### src/hw/rtl/assert_macros.svh
// Assertion macros for the RTL of the sorted request queue, used by its top level.
`ifndef ASSERT_MACROS_SVH
`define ASSERT_MACROS_SVH

// Implication checked on every rising clock edge outside reset.
`define ASSERT_CLK(label, clk, rst_n, prop, msg) \
    label: assert property (@(posedge clk) disable iff (!rst_n) prop) else $error(msg);

// A condition that must never hold on a rising clock edge outside reset.
`define ASSERT_NEVER(label, clk, rst_n, cond, msg) \
    label: assert property (@(posedge clk) disable iff (!rst_n) !(cond)) else $error(msg);

`endif

### src/hw/rtl/sortq_pkg.sv
// Package with the types and constants of the sorted request queue.
`timescale 1ns / 1ps

package sortq_pkg;

    localparam int TAG_W    = 8;
    localparam int SECTOR_W = 48;
    localparam int COUNT_W  = 16;
    localparam int END_W    = SECTOR_W + 1;

    // Operation codes carried in the kind field of a request beat.
    localparam logic [1:0] KIND_ADD      = 2'd0;
    localparam logic [1:0] KIND_DISPATCH = 2'd1;
    localparam logic [1:0] KIND_REMOVE   = 2'd2;

    // What every cell of the chain does at each clock edge.
    typedef enum logic [1:0] {
        CELL_HOLD,
        CELL_INSERT,
        CELL_SHIFT_OUT
    } cell_op_t;

    typedef struct packed {
        logic [END_W-1:0]    end_sector;
        logic [SECTOR_W-1:0] start_sector;
        logic [TAG_W-1:0]    tag;
        logic                is_write;
    } entry_t;

    // Broadcast control that reaches every cell at once.
    typedef struct packed {
        cell_op_t         op;
        logic [END_W-1:0] end_key;
        logic [TAG_W-1:0] tag;
    } cell_ctrl_t;

    typedef struct packed {
        logic [1:0]          kind;
        logic [TAG_W-1:0]    tag;
        logic [SECTOR_W-1:0] start_sector;
        logic [COUNT_W-1:0]  sector_count;
        logic                is_write;
    } req_t;

    typedef struct packed {
        logic                dispatched;
        logic [TAG_W-1:0]    out_tag;
        logic [SECTOR_W-1:0] out_start_sector;
        logic                out_is_write;
        logic                full_reject;
        logic                tag_missing;
        logic                queue_empty;
    } rsp_t;

endpackage

### src/hw/rtl/sortq_cell.sv
// One cell of the sorted chain: holds one entry and moves it to or from its neighbors.
`timescale 1ns / 1ps

module sortq_cell (
    input  logic                clk,
    input  sortq_pkg::cell_ctrl_t ctrl,
    input  sortq_pkg::entry_t   new_entry,
    input  sortq_pkg::entry_t   left_entry,
    input  sortq_pkg::entry_t   right_entry,
    input  logic                occupied,
    input  logic                mark_left,
    input  logic                hit_in,
    output logic                mark,
    output logic                hit_out,
    output sortq_pkg::entry_t   entry
);

    sortq_pkg::entry_t entry_reg;
    sortq_pkg::entry_t entry_next;

    // An insert lands at or before this cell when the cell is free or holds a larger key.
    // The match chain marks every cell at or after the first entry to leave.
    always_comb
    begin
        mark       = 1'b0;
        hit_out    = hit_in;
        entry_next = entry_reg;
        unique case (ctrl.op)
            sortq_pkg::CELL_INSERT:
            begin
                mark = !occupied || (ctrl.end_key < entry_reg.end_sector);
                if (mark)
                begin
                    entry_next = mark_left ? left_entry : new_entry;
                end
            end
            sortq_pkg::CELL_SHIFT_OUT:
            begin
                hit_out = hit_in || (occupied && (entry_reg.tag == ctrl.tag));
                if (hit_out)
                begin
                    entry_next = right_entry;
                end
            end
            default:
            begin
                entry_next = entry_reg;
            end
        endcase
    end

    always_ff @(posedge clk)
    begin
        entry_reg <= entry_next;
    end

    assign entry = entry_reg;

endmodule

### src/hw/rtl/sorted_request_queue_top.sv
// Top level of the sorted request queue: cell chain, occupancy count and result register.
`timescale 1ns / 1ps
`include "assert_macros.svh"

// The queue keeps up to DEPTH disk requests in a chain of cells, sorted by end
// sector (start sector plus sector count, 49 bits, no wrap). Requests with equal
// end sectors leave in arrival order. Each request beat is one operation: an add
// inserts a request, a dispatch pops the entry with the lowest end sector, and a
// remove drops the first entry that carries the given tag. Every request beat
// produces exactly one response beat, which holds the popped entry on a dispatch
// (zeros otherwise), a flag for an add refused on a full queue, a flag for a
// remove whose tag is absent, and whether the queue is empty after the step.
// Unused kind code 3 changes nothing. For every operation, all cells compare
// against the broadcast key or tag in parallel and move one place left or right
// at the same edge, so the cycle time is set by one 49-bit compare per cell plus
// the ripple of the tag-match chain across the cells. A new request beat is taken
// in every cycle in which the response register is empty or its beat is being
// taken, so the sustained rate is one operation per cycle; the response is
// registered and appears in the cycle after the request is taken. There is no
// clearing pass after reset; cells beyond the occupancy are never read.
module sorted_request_queue_top #(
    parameter int DEPTH = 16
) (
    input  logic              clk,
    input  logic              rst_n,
    input  logic              req_valid,
    output logic              req_ready,
    input  sortq_pkg::req_t   req,
    output logic              rsp_valid,
    input  logic              rsp_ready,
    output sortq_pkg::rsp_t   rsp
);

    localparam int OCC_W = $clog2(DEPTH + 1);

    logic                   req_fire;
    logic [OCC_W-1:0]       occ_reg;
    logic [OCC_W-1:0]       occ_next;
    logic                   rsp_valid_reg;
    logic                   rsp_valid_next;
    sortq_pkg::rsp_t        rsp_reg;
    sortq_pkg::rsp_t        rsp_next;
    sortq_pkg::cell_ctrl_t  ctrl;
    sortq_pkg::entry_t      new_entry;
    logic                   is_full;
    logic                   is_empty;
    logic                   head_hit;
    logic                   found;

    sortq_pkg::entry_t      cell_entry [DEPTH];
    logic [DEPTH-1:0]       cell_occ;
    logic [DEPTH-1:0]       cell_mark;
    logic [DEPTH-1:0]       cell_hit;

    assign req_fire = req_valid && req_ready;
    assign req_ready = !rsp_valid_reg || rsp_ready;
    assign is_full  = (occ_reg == OCC_W'(DEPTH));
    assign is_empty = (occ_reg == '0);

    // The entry that an add would write, with its end sector as the sort key.
    always_comb
    begin
        new_entry.end_sector   = {1'b0, req.start_sector}
                                 + {{(sortq_pkg::END_W - sortq_pkg::COUNT_W){1'b0}},
                                    req.sector_count};
        new_entry.start_sector = req.start_sector;
        new_entry.tag          = req.tag;
        new_entry.is_write     = req.is_write;
    end

    // Decide the operation that all cells perform in this cycle. A dispatch is a
    // shift out with the match chain forced on from the head cell.
    always_comb
    begin
        ctrl.op      = sortq_pkg::CELL_HOLD;
        ctrl.end_key = new_entry.end_sector;
        ctrl.tag     = req.tag;
        head_hit     = 1'b0;
        if (req_fire)
        begin
            unique case (req.kind)
                sortq_pkg::KIND_ADD:
                begin
                    if (!is_full)
                    begin
                        ctrl.op = sortq_pkg::CELL_INSERT;
                    end
                end
                sortq_pkg::KIND_DISPATCH:
                begin
                    head_hit = 1'b1;
                    if (!is_empty)
                    begin
                        ctrl.op = sortq_pkg::CELL_SHIFT_OUT;
                    end
                end
                sortq_pkg::KIND_REMOVE:
                begin
                    ctrl.op = sortq_pkg::CELL_SHIFT_OUT;
                end
                default:
                begin
                    ctrl.op = sortq_pkg::CELL_HOLD;
                end
            endcase
        end
    end

    // The chain of cells. The left neighbor of the head is the new entry; the tail
    // refills from itself on a shift out, which leaves it beyond the occupancy.
    for (genvar i = 0; i < DEPTH; i++)
    begin : g_cell
        sortq_pkg::entry_t left_entry;
        sortq_pkg::entry_t right_entry;
        logic              mark_left;
        logic              hit_in;

        if (i == 0)
        begin : g_head
            assign left_entry = new_entry;
            assign mark_left  = 1'b0;
            assign hit_in     = head_hit;
        end
        else
        begin : g_body
            assign left_entry = cell_entry[i-1];
            assign mark_left  = cell_mark[i-1];
            assign hit_in     = cell_hit[i-1];
        end

        if (i == DEPTH - 1)
        begin : g_tail
            assign right_entry = cell_entry[i];
        end
        else
        begin : g_inner
            assign right_entry = cell_entry[i+1];
        end

        assign cell_occ[i] = (OCC_W'(i) < occ_reg);

        sortq_cell u_cell (
            .clk         (clk),
            .ctrl        (ctrl),
            .new_entry   (new_entry),
            .left_entry  (left_entry),
            .right_entry (right_entry),
            .occupied    (cell_occ[i]),
            .mark_left   (mark_left),
            .hit_in      (hit_in),
            .mark        (cell_mark[i]),
            .hit_out     (cell_hit[i]),
            .entry       (cell_entry[i])
        );
    end

    // On a shift out, the last cell of the match chain tells whether any entry left the queue.
    assign found = cell_hit[DEPTH-1];

    always_comb
    begin
        occ_next = occ_reg;
        unique case (ctrl.op)
            sortq_pkg::CELL_INSERT:
            begin
                occ_next = occ_reg + OCC_W'(1);
            end
            sortq_pkg::CELL_SHIFT_OUT:
            begin
                if (found)
                begin
                    occ_next = occ_reg - OCC_W'(1);
                end
            end
            default:
            begin
                occ_next = occ_reg;
            end
        endcase
    end

    // Response beat for the request taken in this cycle.
    always_comb
    begin
        rsp_next                  = '0;
        rsp_next.dispatched       = (req.kind == sortq_pkg::KIND_DISPATCH) && !is_empty;
        if (rsp_next.dispatched)
        begin
            rsp_next.out_tag          = cell_entry[0].tag;
            rsp_next.out_start_sector = cell_entry[0].start_sector;
            rsp_next.out_is_write     = cell_entry[0].is_write;
        end
        rsp_next.full_reject      = (req.kind == sortq_pkg::KIND_ADD) && is_full;
        rsp_next.tag_missing      = (req.kind == sortq_pkg::KIND_REMOVE) && !found;
        rsp_next.queue_empty      = (occ_next == '0);
    end

    always_comb
    begin
        rsp_valid_next = rsp_valid_reg;
        priority if (req_fire)
        begin
            rsp_valid_next = 1'b1;
        end
        else if (rsp_ready)
        begin
            rsp_valid_next = 1'b0;
        end
    end

    always_ff @(posedge clk or negedge rst_n)
    begin
        if (!rst_n)
        begin
            occ_reg       <= '0;
            rsp_valid_reg <= 1'b0;
        end
        else
        begin
            occ_reg       <= occ_next;
            rsp_valid_reg <= rsp_valid_next;
        end
    end

    always_ff @(posedge clk)
    begin
        if (req_fire)
        begin
            rsp_reg <= rsp_next;
        end
    end

    assign rsp_valid = rsp_valid_reg;
    assign rsp       = rsp_reg;

    `ASSERT_NEVER(a_occ_bound, clk, rst_n, occ_reg > OCC_W'(DEPTH),
        "occupancy exceeds the queue depth")

    `ASSERT_CLK(a_full_holds, clk, rst_n,
        (req_fire && (req.kind == sortq_pkg::KIND_ADD) && is_full) |=> (occ_reg == OCC_W'(DEPTH)),
        "refused add changed the occupancy")

    `ASSERT_CLK(a_pop_count, clk, rst_n,
        (req_fire && (req.kind == sortq_pkg::KIND_DISPATCH) && !is_empty)
            |=> (occ_reg == $past(occ_reg) - OCC_W'(1)),
        "dispatch did not remove exactly one entry")

    `ASSERT_NEVER(a_flag_excl, clk, rst_n,
        rsp_valid_reg && rsp_reg.dispatched && (rsp_reg.full_reject || rsp_reg.tag_missing),
        "dispatch response carries an add or remove flag")

endmodule

### config.mk
export PLATFORM = sky130hd
export DESIGN_NAME = sorted_request_queue_top
export DESIGN_NICKNAME = d
export VERILOG_FILES = /design/src/hw/rtl/sortq_pkg.sv /design/src/hw/rtl/sortq_cell.sv /design/src/hw/rtl/sorted_request_queue_top.sv
export VERILOG_INCLUDE_DIRS = /design/src /design/src/hw/rtl
export SDC_FILE = /design/constraint.sdc
export NUM_CORES = 2
export LEC_CHECK = 0
export ABC_CLOCK_PERIOD_IN_PS = 8300
export BUFFER_PORTS_ARGS = -buffer_cell sky130_fd_sc_hd__buf_4
export CORE_MARGIN = 1.5
export CORE_UTILIZATION = 38
export CTS_CLUSTER_DIAMETER = 40
export DETAILED_ROUTE_END_ITERATION = 16
export PLACE_DENSITY_LB_ADDON = 0.15
export SYNTH_ARGS = -nofsm -noshare
export SYNTH_HDL_FRONTEND = slang
export SYNTH_HIERARCHICAL = 1
export SYNTH_SLANG_ARGS = --single-unit
### constraint.sdc
create_clock -name clk -period 8.3 [get_ports clk]
set_clock_uncertainty 0.05 [all_clocks]
set_input_delay 0.83 -clock clk [delete_from_list [all_inputs] [get_ports clk]]
set_output_delay 0.83 -clock clk [all_outputs]
set_load 0.02 [all_outputs]
==> results.md <==
* Worst-path maximum fanout at 53
* Post-Route WL at 372,200 um
* Commonest cells after routing, fill and taps aside: 1,900 x nand2_1, 1,757 x edfxtp_1, 1,696 x mux2i_1
* Min cycle time layout at 7.161 ns
* DRC errors left at 0
* P_sw at 9111 uW
* FMAX at 0.1397 GHz
* Io pins at 142
* Vias in the first global route at 89,260
* Post-cts hold buffer count at 2
* Worst EP arrival at 7.68 ns
* Nets@finish at 11,970
* RePlAce Congestion at 0.8723
* H-tree Lvls at 5
* Count of cell types in the netlist at 70
* RR Endpoint: rsp[0]
* PwrDens at 239.4 nW/um2
* Crit end category: register
* Clock sinks at 1,763
* LEAKAGE at 0.04802 uW
* Crit path required time at 8.82 ns
* # placed instances at 14,640
* Root Buffer: clkbuf_16
* HP Start: req[74]
* Number of buffers created by CTS at 375
* Worst Max-Slew Pin Slew at 1.331 ns
* Initial antenna violation count at 8
* Critical Path Start Type: input port
* Final worst-path cycle share at 0.8627
* Worst reg-to-reg path cell count at 32
* Die W at 545.9 um
* ANT nets after route at 0
* Std-Cell Rows at 199
* Seq pwr share at 0.355
* Initial DRC Count at 6,192
* Area grow syn2layout at 18.36%
* Estimated wirelength of the detail-placed design at 260,100 um
* Peak VDD IR at 0.1544 mV
* Largest net degree at the start of global routing at 214
* Slew Viols, Final at 0
* R2R Setup Slk at 1.17 ns
* CTS tree: done
* Layout cells sized above 1 at 0.1133
* Initial Util at 0.3816
* Max clock buf depth at 4
* Hold depth at 2
* DRT Pass-1 Iters at 6
* Combinational share of power at 0.165
* Die Y-Extent at 545.9 um
* Rel. slew slack at 0.08965
* Clock power share at 0.480
* YS warnings at 6
* Synth Register Bits at 1,763
* DR WL/cell at 24.26 um
* Main flop type after synthesis: edfxtp_1
* Setup Buffers After CTS at 0
* Sw Share at 0.2870
* Synthesized area at 112,000 um2
* Syn Area/Cell at 10.32 um2
* Gr ovfl total at 0
* Hold endpoint: rsp[2]
* Final setup viols at 0
* Post-Layout Cell Count at 15,340
* PostCTS Resize Cnt at 0
* Clock transition at the registers of the reported paths at 0.05 ns
* Setup repair after global routing missed its margin: false
* R2R Path Start: occ_reg[4]
* DR vias/cell at 5.641
* Crit Path Class: in -> reg
* Global-route wire length before repair at 562,400 um
* Clk_lat worst skew at 0.95 ns
* Commonest non-fill, non-tap cell in the layout: nand2_1
* Setup TNS at 0 ns
* Post-Syn Nets at 11,720
* Synth async-reset ratio at 0.003403
* P_int at 22,630 uW
* IO Port Bufs at 141
* Number of synthesized flops with an enable pin at 1,757
* Die area at 298,000 um2
* Hold Path Class: in -> reg
* Sequential-to-total area share from yosys stat at 0.4724
* Worst Setup SP: req[24]
* CORE AREA at 293,600 um2
* Final Hold Viols at 0
* Post-Synthesis Cells at 10,850
* Overall routing resource usage at 0.2434
* Vias at 86,540
* Outcome: finished clean
* Max reg flops at 1,696
* Max Cap Viol at 0
[routing by layer]
metal  vias to the layer above  wire length (um)  share of wire  global-route usage
li1                      39990                 -              -                   -
met1                     43750            166000           0.45              0.3234
met2                      2213            177100           0.48              0.4102
met3                       582             17660          0.047             0.03121
met4                         2             11330          0.030             0.07721
met5                         -                13       0.000035                   0
[cell type report]
type | count | area (um2)
Inverter | 824 | 3097
Timing Repair Buffer | 467 | 4612
Sequential cell | 1763 | 52910
Fill cell | 27510 | 161000
Multi-Input combinational cell | 7671 | 54290
Clock inverter | 267 | 3044
Clock buffer | 427 | 9703
Tap cell | 3919 | 4903
Antenna cell | 3 | 7.507
[stage by stage]
step | cell area [um2] | worst slack (ns) | utilization | hold WS (ns) | power, uW
global placement | 119800 | 0.3616 | 0.4081 | 0.4793 | 16450
detailed placement | 119800 | 0.3529 | 0.4081 | 0.4875 | 16640
floorplan | 112000 | 0.07949 | - | 0.4717 | 14620
global route | 132600 | 0.8516 | 0.4516 | 0.1475 | 32990
finish | 132600 | 1.139 | 0.4516 | 0.1613 | 31740
CTS | 132600 | 1.182 | 0.4516 | 0.09966 | 31970
[cells in the mapped netlist, types with 15 or more instances]
library cell | count | area [um2]
o211ai_1 | 17 | 127.6
nor3_1 | 45 | 225.2
xnor2_1 | 150 | 1314
and3_1 | 17 | 106.4
and2_1 | 61 | 381.6
a211oi_2 | 16 | 200.2
nand3_1 | 90 | 450.4
xor2_1 | 23 | 201.4
and4_1 | 36 | 315.3
mux2i_1 | 1696 | 16980
nor2_1 | 103 | 386.6
nand4_1 | 143 | 894.6
o21ai_1 | 228 | 1141
o21ai_2 | 15 | 131.4
nor2b_1 | 18 | 112.6
inv_1 | 824 | 3093
nand2_1 | 1900 | 7132
edfxtp_1 | 1757 | 52760
a21oi_1 | 275 | 1376
a31oi_1 | 31 | 193.9
nand4_2 | 28 | 350.3
buf_2 | 127 | 635.6
a211o_1 | 19 | 166.4
a211oi_1 | 46 | 345.3
a2111oi_0 | 30 | 262.8
ha_1 | 790 | 9884
o22ai_1 | 15 | 93.84
a221oi_1 | 32 | 280.3
nand2b_1 | 35 | 219.0
o31ai_1 | 15 | 112.6
a21o_1 | 46 | 345.3
o21ai_0 | 1602 | 8018
clkbuf_1 | 437 | 1640
nor3_2 | 15 | 150.1
o21bai_1 | 20 | 150.1
[critical path: stages]
cell and delay [ns]:
buf_4 0.20, ha_1 0.53, and4_1 0.28, and3_2 0.18
o2111a_1 0.25, a211oi_4 0.06, buf_4 0.23, nor4_1 0.78
xor2_4 0.36, buf_4 0.28, ha_1 0.31, nand4_2 0.17
nor4_4 0.60, a31oi_1 0.48, a31oi_1 1.03, a211oi_4 0.09
buf_4 0.27, a211o_4 0.35, buf_12 0.21
[how the worst max path moves through the flow]
| stage | end | slack (ns) | depth (start not counted) |
|---|---|---|---|
| 2_1_floorplan | g_cell[13].u_cell/entry[0] | 0.08 | 24 |
| 3_3_place_gp | g_cell[7].u_cell/entry[32] | 0.36 | 19 |
| 3_5_place_dp | g_cell[7].u_cell/entry[16] | 0.35 | 19 |
| 4_1_cts | rsp[0] | 1.18 | 32 |
| 5_1_grt | rsp[0] | 0.85 | 32 |
| 6_report | g_cell[7].u_cell/entry[91] | 1.14 | 19 |
[kinds of logic (layout without fill, tap and decap cells)]
group,after synthesis,after routing,share of synthesized area
simple gates,2563,2563,0.1026
compound gates,2446,2446,0.1196
flops,1763,1763,0.4724
mux,1697,1697,0.1517
buf+inv,1419,1985,0.05180
fa+ha+maj,791,791,0.08843
xor+xnor,173,173,0.01353
other cells,1,4,0.00003348
[power by group through the flow]
stage          Sequential [uW]  Clock (uW)  Combinational (uW)
2_1_floorplan            11300           0                3340
3_3_place_gp             11400           0                5030
3_5_place_dp             11400           0                5210
4_1_cts                  11300       15500                5220
5_1_grt                  11300       15900                5770
6_report                 11300       15200                5250
No activity file was read; power rests on OpenSTA's default activity.
